===== config.mk =====
export PLATFORM = sky130hd
export DESIGN_NAME = all_corner_rectangle_counter
export DESIGN_NICKNAME = d
export VERILOG_FILES = /design/src/sv/rcc_pkg.sv /design/src/sv/rcc_row_mem.sv /design/src/sv/rcc_pair_unit.sv /design/src/sv/rcc_seq.sv /design/src/sv/all_corner_rectangle_counter.sv
export VERILOG_INCLUDE_DIRS = /design/src /design/src/sv
export SDC_FILE = /design/constraint.sdc
export NUM_CORES = 2
export LEC_CHECK = 0
export ABC_AREA = 1
export BUFFER_PORTS_ARGS = -buffer_cell sky130_fd_sc_hd__clkbuf_2
export CORE_AREA = 8 8 365 722
export CTS_CLUSTER_SIZE = 8
export DETAILED_ROUTE_END_ITERATION = 16
export DIE_AREA = 0 0 373 730
export PLACE_DENSITY = 0.94
export SYNTH_ARGS = -nofsm -noshare
export SYNTH_HDL_FRONTEND = slang
export SYNTH_SLANG_ARGS = --single-unit

===== constraint.sdc =====
create_clock -name clk_i -period 17.39 [get_ports clk_i]
set_input_delay 3.478 -clock clk_i [delete_from_list [all_inputs] [get_ports clk_i]]
set_output_delay 3.478 -clock clk_i [all_outputs]
set_load 0.005 [all_outputs]

===== src/sv/assert_macros.svh =====
// Assertion helpers shared by the RTL.
`ifndef ASSERT_MACROS_SVH
`define ASSERT_MACROS_SVH

`ifndef SYNTHESIS

// Same-cycle implication, checked at every rising edge outside reset.
`define RCC_ASSERT_IMP(lbl, clk, rst_n, ante, cons, msg) \
  lbl: assert property (@(posedge clk) disable iff (!rst_n) (ante) |-> (cons)) \
    else $error(msg);

// Next-cycle implication.
`define RCC_ASSERT_NXT(lbl, clk, rst_n, ante, cons, msg) \
  lbl: assert property (@(posedge clk) disable iff (!rst_n) (ante) |=> (cons)) \
    else $error(msg);

`else

`define RCC_ASSERT_IMP(lbl, clk, rst_n, ante, cons, msg)
`define RCC_ASSERT_NXT(lbl, clk, rst_n, ante, cons, msg)

`endif

`endif


===== src/sv/rcc_pkg.sv =====
`default_nettype none

package rcc_pkg;

  localparam int ROW_W   = 64;
  localparam int SIZE_W  = 7;
  localparam int CNT_W   = 7;
  localparam int TOTAL_W = 22;

  localparam logic [SIZE_W-1:0] GRID_SIZE_RST = 7'd64;

  typedef enum logic [1:0] {
    ST_IDLE,
    ST_SCAN,
    ST_DRAIN,
    ST_FINISH
  } rcc_state_e;

  // Sequencer controls for the pair unit and the output register.
  typedef struct packed {
    logic rd_en;
    logic emit;
    logic clear;
  } rcc_ctl_t;

  function automatic logic [CNT_W-1:0] popcount(input logic [ROW_W-1:0] w);
    logic [CNT_W-1:0] n;
    n = '0;
    for (int k = 0; k < ROW_W; k++) begin
      n = n + CNT_W'(w[k]);
    end
    return n;
  endfunction

  // Number of column pairs among c common columns: c*(c-1)/2.
  function automatic logic [TOTAL_W-1:0] pair_count(input logic [CNT_W-1:0] c);
    logic [2*CNT_W-1:0] p;
    p = {{CNT_W{1'b0}}, c} * {{CNT_W{1'b0}}, c - CNT_W'(1)};
    return TOTAL_W'(p >> 1);
  endfunction

endpackage

`default_nettype wire


===== src/sv/rcc_row_mem.sv =====
`default_nettype none

module rcc_row_mem import rcc_pkg::*; #(
  parameter int DEPTH = 64,
  parameter int AW    = 6
) (
  input  wire logic             clk_i,
  input  wire logic             we_i,
  input  wire logic [AW-1:0]    waddr_i,
  input  wire logic [ROW_W-1:0] wdata_i,
  input  wire logic             re_i,
  input  wire logic [AW-1:0]    raddr_i,
  output logic      [ROW_W-1:0] rdata_o
);

  logic [ROW_W-1:0] mem [DEPTH];
  logic [ROW_W-1:0] rdata_q;

  always_ff @(posedge clk_i) begin
    if (we_i) begin
      mem[waddr_i] <= wdata_i;
    end
  end

  always_ff @(posedge clk_i) begin
    if (re_i) begin
      rdata_q <= mem[raddr_i];
    end
  end

  assign rdata_o = rdata_q;

endmodule

`default_nettype wire


===== src/sv/rcc_pair_unit.sv =====
`default_nettype none

module rcc_pair_unit import rcc_pkg::*; (
  input  wire logic               clk_i,
  input  wire logic               rst_ni,
  input  wire rcc_ctl_t           ctl_i,
  input  wire logic [ROW_W-1:0]   rd_data_i,
  input  wire logic [ROW_W-1:0]   row_i,
  output logic      [TOTAL_W-1:0] total_o,
  output logic                    busy_o
);

  logic               rd_vld_q;
  logic               c_vld_q;
  logic [CNT_W-1:0]   c_q;
  logic [TOTAL_W-1:0] total_q, total_d;

  // Stage 1: common columns of the stored row and the new row.
  always_ff @(posedge clk_i or negedge rst_ni) begin
    if (!rst_ni) begin
      rd_vld_q <= 1'b0;
      c_vld_q  <= 1'b0;
    end else begin
      rd_vld_q <= ctl_i.rd_en;
      c_vld_q  <= rd_vld_q;
    end
  end

  always_ff @(posedge clk_i) begin
    if (rd_vld_q) begin
      c_q <= popcount(rd_data_i & row_i);
    end
  end

  // Stage 2: accumulate pairs, modulo the total width; clear or emit zeroes the total.
  always_comb begin
    total_d = total_q;
    if (ctl_i.clear || ctl_i.emit) begin
      total_d = '0;
    end else if (c_vld_q) begin
      total_d = total_q + pair_count(c_q);
    end
  end

  always_ff @(posedge clk_i or negedge rst_ni) begin
    if (!rst_ni) begin
      total_q <= '0;
    end else begin
      total_q <= total_d;
    end
  end

  assign total_o = total_q;
  assign busy_o  = rd_vld_q | c_vld_q;

endmodule

`default_nettype wire


===== src/sv/rcc_seq.sv =====
`default_nettype none

module rcc_seq import rcc_pkg::*; #(
  parameter int AW = 6
) (
  input  wire logic              clk_i,
  input  wire logic              rst_ni,
  input  wire logic              in_fire_i,
  input  wire logic              cfg_fire_i,
  input  wire logic [SIZE_W-1:0] size_i,
  input  wire logic              pipe_busy_i,
  input  wire logic              out_busy_i,
  output logic                   in_ready_o,
  output rcc_ctl_t               ctl_o,
  output logic      [AW-1:0]     rd_addr_o,
  output logic      [AW-1:0]     wr_addr_o
);

  rcc_state_e        state_q, state_d;
  logic [SIZE_W-1:0] rows_seen_q, rows_seen_d;
  logic [SIZE_W-1:0] rd_cnt_q, rd_cnt_d;
  logic              last_row;

  assign last_row = (rows_seen_q + SIZE_W'(1)) >= size_i;

  // Next state and counters.
  always_comb begin
    state_d     = state_q;
    rows_seen_d = rows_seen_q;
    rd_cnt_d    = rd_cnt_q;
    case (state_q)
      ST_IDLE: begin
        if (in_fire_i) begin
          rd_cnt_d = '0;
          state_d  = (rows_seen_q == '0) ? ST_FINISH : ST_SCAN;
        end
      end
      ST_SCAN: begin
        rd_cnt_d = rd_cnt_q + SIZE_W'(1);
        if (rd_cnt_d == rows_seen_q) begin
          state_d = ST_DRAIN;
        end
      end
      ST_DRAIN: begin
        if (!pipe_busy_i) begin
          state_d = ST_FINISH;
        end
      end
      ST_FINISH: begin
        if (!last_row) begin
          rows_seen_d = rows_seen_q + SIZE_W'(1);
          state_d     = ST_IDLE;
        end else if (!out_busy_i) begin
          rows_seen_d = '0;
          state_d     = ST_IDLE;
        end
      end
      default: state_d = ST_IDLE;
    endcase
    if (cfg_fire_i) begin
      rows_seen_d = '0;
    end
  end

  // Outputs.
  always_comb begin
    in_ready_o  = 1'b0;
    ctl_o.rd_en = 1'b0;
    ctl_o.emit  = 1'b0;
    ctl_o.clear = cfg_fire_i;
    case (state_q)
      ST_IDLE:   in_ready_o  = 1'b1;
      ST_SCAN:   ctl_o.rd_en = 1'b1;
      ST_DRAIN:  ;
      ST_FINISH: ctl_o.emit  = last_row && !out_busy_i;
      default:   ;
    endcase
  end

  assign rd_addr_o = rd_cnt_q[AW-1:0];
  assign wr_addr_o = rows_seen_q[AW-1:0];

  always_ff @(posedge clk_i or negedge rst_ni) begin
    if (!rst_ni) begin
      state_q     <= ST_IDLE;
      rows_seen_q <= '0;
      rd_cnt_q    <= '0;
    end else begin
      state_q     <= state_d;
      rows_seen_q <= rows_seen_d;
      rd_cnt_q    <= rd_cnt_d;
    end
  end

endmodule

`default_nettype wire


===== src/sv/all_corner_rectangle_counter.sv =====
// Channel | Direction | Payload                      | Handshake
// cfg     | in        | grid_size_i   [6:0]          | cfg_valid_i / cfg_ready_o
// in      | in        | row_bits_i    [63:0]         | in_valid_i  / in_ready_o
// out     | out       | subgrid_total_o [21:0]       | out_valid_o / out_ready_i
//
// A row with earlier rows in its grid is compared against each of them before
// in_ready_o returns; the first row of a grid skips the scan. The row memory has
// one read port, so stored rows are read one at a time and pass through the read,
// popcount and accumulate stages. Reset clears control, rows seen, the total and
// sets the grid size to 64; the row memory is not cleared. Rows and grid-size
// writes are taken only while the block is idle; a pending write holds
// in_ready_o low. A finished total waits in the output register while further
// rows are taken; only the next grid completion holds until that total has been
// transferred.
`default_nettype none

module all_corner_rectangle_counter import rcc_pkg::*; #(
  parameter int MAX_SIZE = 64
) (
  input  wire logic               clk_i,
  input  wire logic               rst_ni,
  input  wire logic               cfg_valid_i,
  output logic                    cfg_ready_o,
  input  wire logic [SIZE_W-1:0]  grid_size_i,
  input  wire logic               in_valid_i,
  output logic                    in_ready_o,
  input  wire logic [ROW_W-1:0]   row_bits_i,
  output logic                    out_valid_o,
  input  wire logic               out_ready_i,
  output logic      [TOTAL_W-1:0] subgrid_total_o
);

`include "assert_macros.svh"

  localparam int                AW       = $clog2(MAX_SIZE);
  localparam logic [SIZE_W-1:0] SIZE_MAX = SIZE_W'(MAX_SIZE);

  logic               cfg_fire, in_fire, out_fire, out_busy, pipe_busy;
  logic               seq_idle;
  logic [SIZE_W-1:0]  grid_size_q, size_eff;
  logic [ROW_W-1:0]   col_mask, row_masked, row_q, rd_data;
  logic [AW-1:0]      rd_addr, wr_addr;
  logic [TOTAL_W-1:0] total;
  logic               out_valid_q;
  logic [TOTAL_W-1:0] out_total_q;
  rcc_ctl_t           ctl;

  // Take configuration only while idle; a write drops any partial grid and
  // wins over a row offered in the same cycle.
  assign cfg_ready_o = seq_idle;
  assign in_ready_o  = seq_idle & ~cfg_valid_i;
  assign cfg_fire    = cfg_valid_i & cfg_ready_o;
  assign in_fire     = in_valid_i & in_ready_o;
  assign out_fire    = out_valid_q & out_ready_i;
  assign out_busy    = out_valid_q & ~out_ready_i;

  always_ff @(posedge clk_i or negedge rst_ni) begin
    if (!rst_ni) begin
      grid_size_q <= GRID_SIZE_RST;
    end else if (cfg_fire) begin
      grid_size_q <= grid_size_i;
    end
  end

  // Clamp the size to 1..MAX_SIZE.
  always_comb begin
    size_eff = grid_size_q;
    if (grid_size_q == '0) begin
      size_eff = SIZE_W'(1);
    end else if (grid_size_q > SIZE_MAX) begin
      size_eff = SIZE_MAX;
    end
  end

  // Drop columns at or beyond the grid size.
  always_comb begin
    for (int k = 0; k < ROW_W; k++) begin
      col_mask[k] = (SIZE_W'(k) < size_eff) || (k >= 2**SIZE_W - 1);
    end
  end

  assign row_masked = row_bits_i & col_mask;

  // Hold the new row for the whole scan.
  always_ff @(posedge clk_i) begin
    if (in_fire) begin
      row_q <= row_masked;
    end
  end

  rcc_seq #(
    .AW (AW)
  ) u_seq (
    .clk_i       (clk_i),
    .rst_ni      (rst_ni),
    .in_fire_i   (in_fire),
    .cfg_fire_i  (cfg_fire),
    .size_i      (size_eff),
    .pipe_busy_i (pipe_busy),
    .out_busy_i  (out_busy),
    .in_ready_o  (seq_idle),
    .ctl_o       (ctl),
    .rd_addr_o   (rd_addr),
    .wr_addr_o   (wr_addr)
  );

  // The new row goes to its slot at transfer; the scan only reads lower slots,
  // so write and reads never meet on one entry.
  rcc_row_mem #(
    .DEPTH (MAX_SIZE),
    .AW    (AW)
  ) u_row_mem (
    .clk_i   (clk_i),
    .we_i    (in_fire),
    .waddr_i (wr_addr),
    .wdata_i (row_masked),
    .re_i    (ctl.rd_en),
    .raddr_i (rd_addr),
    .rdata_o (rd_data)
  );

  rcc_pair_unit u_pair (
    .clk_i     (clk_i),
    .rst_ni    (rst_ni),
    .ctl_i     (ctl),
    .rd_data_i (rd_data),
    .row_i     (row_q),
    .total_o   (total),
    .busy_o    (pipe_busy)
  );

  // Output register: load the total when a grid completes, hold until transfer.
  always_ff @(posedge clk_i or negedge rst_ni) begin
    if (!rst_ni) begin
      out_valid_q <= 1'b0;
    end else if (ctl.emit) begin
      out_valid_q <= 1'b1;
    end else if (out_fire) begin
      out_valid_q <= 1'b0;
    end
  end

  always_ff @(posedge clk_i) begin
    if (ctl.emit) begin
      out_total_q <= total;
    end
  end

  assign out_valid_o     = out_valid_q;
  assign subgrid_total_o = out_total_q;

  `RCC_ASSERT_IMP(a_no_overwrite, clk_i, rst_ni, out_busy, !ctl.emit, "total overwritten")
  `RCC_ASSERT_NXT(a_emit_valid, clk_i, rst_ni, ctl.emit, out_valid_o, "emitted total not shown")
  `RCC_ASSERT_IMP(a_read_busy, clk_i, rst_ni, ctl.rd_en, !in_ready_o, "row read while taking rows")
  `RCC_ASSERT_NXT(a_busy_after_in, clk_i, rst_ni, in_fire, !in_ready_o, "second row mid-item")

endmodule

`default_nettype wire

==> results of run 1 <==
-- stage by stage --
stage                     std cells  setup slack, ns  hold WS [ns]  area [um^2]  util [%]
after floorplan               13100             7.55         0.446       172000         -
after global placement        15900             9.55         0.460       176000      69.2
after detailed placement      15900             9.34         0.472       176000      69.2
after CTS                     16600            10.07         0.497       192000      75.6
-- cell usage after synthesis --
master	number
sky130_fd_sc_hd__nand4_1	18
sky130_fd_sc_hd__o21ai_0	1686
sky130_fd_sc_hd__nand2_1	699
sky130_fd_sc_hd__ha_1	85
sky130_fd_sc_hd__buf_4	12
sky130_fd_sc_hd__clkbuf_1	564
sky130_fd_sc_hd__a21boi_0	3
sky130_fd_sc_hd__o21a_1	4
sky130_fd_sc_hd__o21ai_1	422
sky130_fd_sc_hd__clkinv_1	3
sky130_fd_sc_hd__o21bai_1	5
sky130_fd_sc_hd__nand3b_1	2
sky130_fd_sc_hd__xnor2_1	8
sky130_fd_sc_hd__o22ai_1	358
sky130_fd_sc_hd__and3_1	2
sky130_fd_sc_hd__nor3b_1	1
sky130_fd_sc_hd__nor2_2	1
sky130_fd_sc_hd__nor3_1	15
sky130_fd_sc_hd__and2_1	1
sky130_fd_sc_hd__or2_2	3
sky130_fd_sc_hd__a21o_1	3
sky130_fd_sc_hd__inv_1	234
sky130_fd_sc_hd__nor2_1	2689
sky130_fd_sc_hd__fa_1	78
sky130_fd_sc_hd__buf_6	2
sky130_fd_sc_hd__o211ai_1	513
sky130_fd_sc_hd__buf_2	208
sky130_fd_sc_hd__edfxtp_1	4253
sky130_fd_sc_hd__o31ai_1	7
sky130_fd_sc_hd__a21oi_1	335
sky130_fd_sc_hd__buf_1	76
sky130_fd_sc_hd__a22oi_1	152
sky130_fd_sc_hd__dfstp_2	1
sky130_fd_sc_hd__a31oi_1	2
sky130_fd_sc_hd__dfrtp_1	47
sky130_fd_sc_hd__xor2_1	16
sky130_fd_sc_hd__a31o_2	1
sky130_fd_sc_hd__nand3_1	579
sky130_fd_sc_hd__inv_2	5
-- logic make-up after synthesis --
family / after synthesis / synth area share (%)
adders and majority gates: 163 / 1.53
xor gates and xnor gates: 24 / 0.122
buffers and inverters: 1104 / 2.60
DFF: 4301 / 75.1
and+or+nand+nor: 4010 / 9.24
AOI/OAI and AO/OA: 3491 / 11.4
-- metal layers --
layer | GRT overflow | track usage (%)
met3 | 19 | 66.1
met5 | 0 | 52.6
met4 | 64 | 70.6
met2 | 39 | 85.3
met1 | 10 | 64.2
==> impl_summary.log, run 1 <==
INFO  metric io_buffer_count = 100
INFO  metric clock-root-buffer = sky130_fd_sc_hd__clkbuf_16
INFO  metric ctsLongestPathBuffers = 4
INFO  metric synth_area_leader_cell = sky130_fd_sc_hd__edfxtp_1
INFO  metric fp.dieW = between 300 and 400 um
INFO  metric ctsHoldBuffers = 0
INFO  metric overflow = roughly 130
INFO  metric num_io_pins = approximately 100
INFO  metric detailed_place_hpwl = 312000 um
INFO  metric placement_rows = 262
INFO  metric failed_stage = global routing (5_1_grt)
INFO  metric numCtsBuffers = around 610
INFO  metric grt_max_degree = 209
INFO  metric cts_post_setup_buffers_inserted = 0
INFO  metric grt_antenna_before_repair = ~110
INFO  metric start_util = between 60 and 70%
INFO  metric syn_area = approximately 0.17 mm^2
INFO  metric track_usage = 71.4%
INFO  metric firstError = [ERROR GRT-0232] Routing congestion too high. Check the congestion heatmap in the GUI.
INFO  metric synth_largest_type_area_fraction = between 70% and 80%
INFO  metric yosysUniqueCellTypes = 39
INFO  metric clock-sinks = 4301
INFO  metric ys_top_cells_by_area = sky130_fd_sc_hd__edfxtp_1, sky130_fd_sc_hd__nor2_1, sky130_fd_sc_hd__o21ai_0
INFO  metric postSynthAreaPerCell = 13.1 um^2
INFO  metric status = did not finish
INFO  metric synth_seq_area_share = 75.1%
INFO  metric cts_htree_levels = 6
INFO  metric ys.warnings.count = 0
INFO  metric fp.dieH = between 700 and 800 um
INFO  metric synth_seq_cells = 4301
INFO  metric cts_repair_resize_count = 0
INFO  metric syn-instance-count = 13100
INFO  metric globalplace.congestion = roughly 1.0
INFO  metric mappedNetlistNets = about 13000
==> run 2, diff against run 1 <==
--- a/config.mk
+++ b/config.mk
@@ -8,11 +8,10 @@
 export LEC_CHECK = 0
 export ABC_AREA = 1
 export BUFFER_PORTS_ARGS = -buffer_cell sky130_fd_sc_hd__clkbuf_2
-export CORE_AREA = 8 8 365 722
-export CTS_CLUSTER_SIZE = 8
+export CORE_AREA = 8 8 665 667
 export DETAILED_ROUTE_END_ITERATION = 16
-export DIE_AREA = 0 0 373 730
-export PLACE_DENSITY = 0.94
+export DIE_AREA = 0 0 673 675
+export PLACE_DENSITY_LB_ADDON = 0.15
 export SYNTH_ARGS = -nofsm -noshare
 export SYNTH_HDL_FRONTEND = slang
 export SYNTH_SLANG_ARGS = --single-unit
==> impl_summary.log, run 2 <==
INFO  metric ctsLongestPathBuffers = 4 (unchanged)
INFO  metric sw_frac_of_total = between 40 and 50%
INFO  metric iteration_0_drc_markers = roughly 17000
INFO  metric setup-tns-final = 0 ns
INFO  metric total_switching_power = around 17000 uW
INFO  metric clock-sinks = 4301 (unchanged)
INFO  metric track_usage = between 20% and 30%
INFO  metric clock_tree_from_tritoncts = done
INFO  metric detailed_place_hpwl = 365000 um (+17%)
INFO  metric status = finished clean
INFO  metric cts_repair_resize_count = 0 (unchanged)
INFO  metric critical_path_arrival = between 3 and 4 ns
INFO  metric synth_area_leader_cell = sky130_fd_sc_hd__edfxtp_1
INFO  metric pwr-share-seq = about a third
INFO  metric holdCritPathClass = reg -> reg
INFO  metric syn_area = 0.172 mm^2 (unchanged)
INFO  metric insertion_delay = between 1 and 1.5 ns
INFO  metric critical_path_start_end_classification = in -> out
INFO  metric grt_antenna_before_repair = 74
INFO  metric timing.final.crit_share = 42.1%
INFO  metric postSynthAreaPerCell = 13.1 um^2 (unchanged)
INFO  metric syn-instance-count = 13100 (unchanged)
INFO  metric setup_violations = 0
INFO  metric ir_worst_vdd = ~0.86 mV
INFO  metric ctsHoldBuffers = 0 (unchanged)
INFO  metric cts_post_setup_buffers_inserted = 0 (unchanged)
INFO  metric mappedNetlistNets = 13300 (unchanged)
INFO  metric layout_common_cells = sky130_fd_sc_hd__edfxtp_1, sky130_fd_sc_hd__nor2_1, sky130_fd_sc_hd__o21ai_0, sky130_fd_sc_hd__nand2_1, sky130_fd_sc_hd__nand3_1
INFO  metric power-per-cell-area = 209 mW/mm^2
INFO  metric finalPower = between 40000 and 50000 uW
INFO  metric fmax = around 140 MHz
INFO  metric worst-slew-pin-transition = around 1.4 ns
INFO  metric worst_setup_path_start_kind = input port
INFO  metric drt-total-wl = approximately 630000 um
INFO  metric yosysUniqueCellTypes = 39 (unchanged)
INFO  metric cts_htree_levels = 5 (-1)
INFO  metric clk_transition_reported_paths = 0.06 ns
INFO  metric max-slew-margin-rel = about a tenth
INFO  metric post-synth-top-count-cell = sky130_fd_sc_hd__edfxtp_1
INFO  metric clock-root-buffer = sky130_fd_sc_hd__clkbuf_16
INFO  metric globalplace.congestion = 0.890 (-11%)
INFO  metric drc_errors = 0
INFO  metric num-nets-final = between 10000 and 15000
INFO  metric wire_per_inst = roughly 33 um
INFO  metric cellLeakagePower = roughly 0.063 uW
INFO  metric largest-register = u_row_mem.mem
INFO  metric relative_area_change_from_synthesis_to_final_layout = 12.8%
INFO  metric final_antenna_net_count = 0
INFO  metric grt_pass1_vias = between 100k and 150k
INFO  metric finalCriticalPeriod = about 7.3 ns
INFO  metric num_io_pins = 101 (unchanged)
INFO  metric clock_power_share = a little under a quarter
INFO  metric skew = just over 0.06 ns
INFO  metric start_util = 39.7% (-28 points)
INFO  metric synth_enable_flop_cells = 4253 (unchanged)
INFO  metric post_route_cells_drive_above_1_share = under 10%
INFO  metric ys_top_cells_by_area = sky130_fd_sc_hd__edfxtp_1, sky130_fd_sc_hd__nor2_1, sky130_fd_sc_hd__o21ai_0
INFO  metric ys.warnings.count = 0 (unchanged)
INFO  metric critPathCaptureType = output pin
INFO  metric overflow = 0
INFO  metric grt_pass1_wl = between 800000 and 900000 um
INFO  metric synth_largest_type_area_fraction = 74.4% (unchanged)
INFO  metric mostFrequentLayoutCell = sky130_fd_sc_hd__edfxtp_1
INFO  metric number_of_slew_limit_violations_in_the_final_report = 0
INFO  metric hold_violations = 0
INFO  metric maxCapViolCount = 0
INFO  metric largest_reg_flops = ~4100
INFO  metric intPower = about 23000 uW
INFO  metric placement_rows = 242 (-7.6%)
INFO  metric synth_seq_area_share = 75.1% (unchanged)
INFO  metric rsz0062_at_grt = false
INFO  metric synth-async-reset-ratio = 1.12% (unchanged)
INFO  metric core_area = around 0.43 mm^2
INFO  metric floorplan.die_area = approximately 0.45 mm^2
INFO  metric dominantRegCellSynth = sky130_fd_sc_hd__edfxtp_1
INFO  metric num_vias = roughly 120k
INFO  metric io_buffer_count = 100 (unchanged)
INFO  metric fp.dieW = 673 um (+80%)
INFO  metric fp.dieH = 675 um (-7.5%)
INFO  metric worst-endpoint-required = ~14 ns
INFO  metric synth_seq_cells = 4301 (unchanged)
INFO  metric critical_path.max_fanout = 2
INFO  metric yosys-top-cells-count = sky130_fd_sc_hd__edfxtp_1, sky130_fd_sc_hd__nor2_1, sky130_fd_sc_hd__o21ai_0
INFO  metric drt_pass1_iterations = 6
INFO  metric vias_per_cell = 5.99
INFO  metric portion_of_total_power_attributed_to_combinational_logic = around 44%
INFO  metric numCtsBuffers = 451 (-26%)
INFO  metric grt_max_degree = 165
-- run 2: cell counts after synthesis --
Identical to the previous run, type by type.
-- run 2: worst max-delay path, cell delays in order --
cell,delay [ns]
sky130_fd_sc_hd__clkbuf_2,0.09
sky130_fd_sc_hd__nor2_1,0.14
sky130_fd_sc_hd__clkbuf_2,0.14
-- run 2: area by class of cell --
cell class,instances,area (um^2)
antenna,18,45.0
clock buffer,569,11900
clock inverter,250,2230
fill,38600,238000
inverter,242,980
multi-input combinational,7688,39300
sequential,4301,129000
tap,5734,7170
timing repair buffer,411,3110
-- run 2: cells by family after synthesis --
group	share of synthesized area [%]
AOI/OAI and AO/OA	11.4
xor gates and xnor gates	0.122
adders and majority gates	1.53
buffers and inverters	2.60
DFF	75.1
and+or+nand+nor	9.24
-- run 2: power groups by stage --
stage | Sequential (uW) | Combinational, uW | Clock, uW
2_1_floorplan | 13400 | 10400 | 0
3_3_place_gp | 13400 | 17800 | 0
3_5_place_dp | 13400 | 17600 | 0
4_1_cts | 13200 | 17600 | 9480
5_1_grt | 13200 | 19100 | 9850
6_report | 13200 | 17800 | 9390
-- run 2: through the flow --
step / utilization, % / setup slack, ns / hold WS, ns / std cells / cell area [um^2]
after floorplan: - / 7.55 / 0.446 / 13100 / 172000
after global placement: 41.6 / 9.99 / 0.465 / 18400 / 180000
after detailed placement: 41.6 / 10.06 / 0.470 / 18400 / 180000
after CTS: 44.8 / 10.06 / 0.485 / 19200 / 194000
after global routing: 44.8 / 10.02 / 0.502 / 19200 / 194000
final: 44.8 / 10.07 / 0.486 / 19200 / 194000
-- run 2: path summary, 6_finish.rpt --
path                                         start                  end  slack, ns  depth (start not counted)
worst max-delay path                   cfg_valid_i           in_ready_o      10.07                          3
worst min-delay path            u_pair.total_o[21]  subgrid_total_o[21]       0.49                          0
worst max register to register       u_pair.c_q[0]   u_pair.total_o[16]      10.83                         27
worst min register to register  u_pair.total_o[21]  subgrid_total_o[21]       0.49                          0
max in group asynchronous                   rst_ni    u_seq.rd_cnt_q[0]      14.21                          2
min in group asynchronous                   rst_ni    u_pair.total_o[9]       2.60                          2
-- run 2: routing by layer --
metal	GRT usage [%]	share of wire [%]	up-vias
met5	0	0.023	-
met4	10.9	4.6	22
met3	5.67	11	1113
met2	41.2	45	6496
met1	37.3	40	59100
li1	-	-	48300
Note: power is estimated with default switching activity, not from simulation.
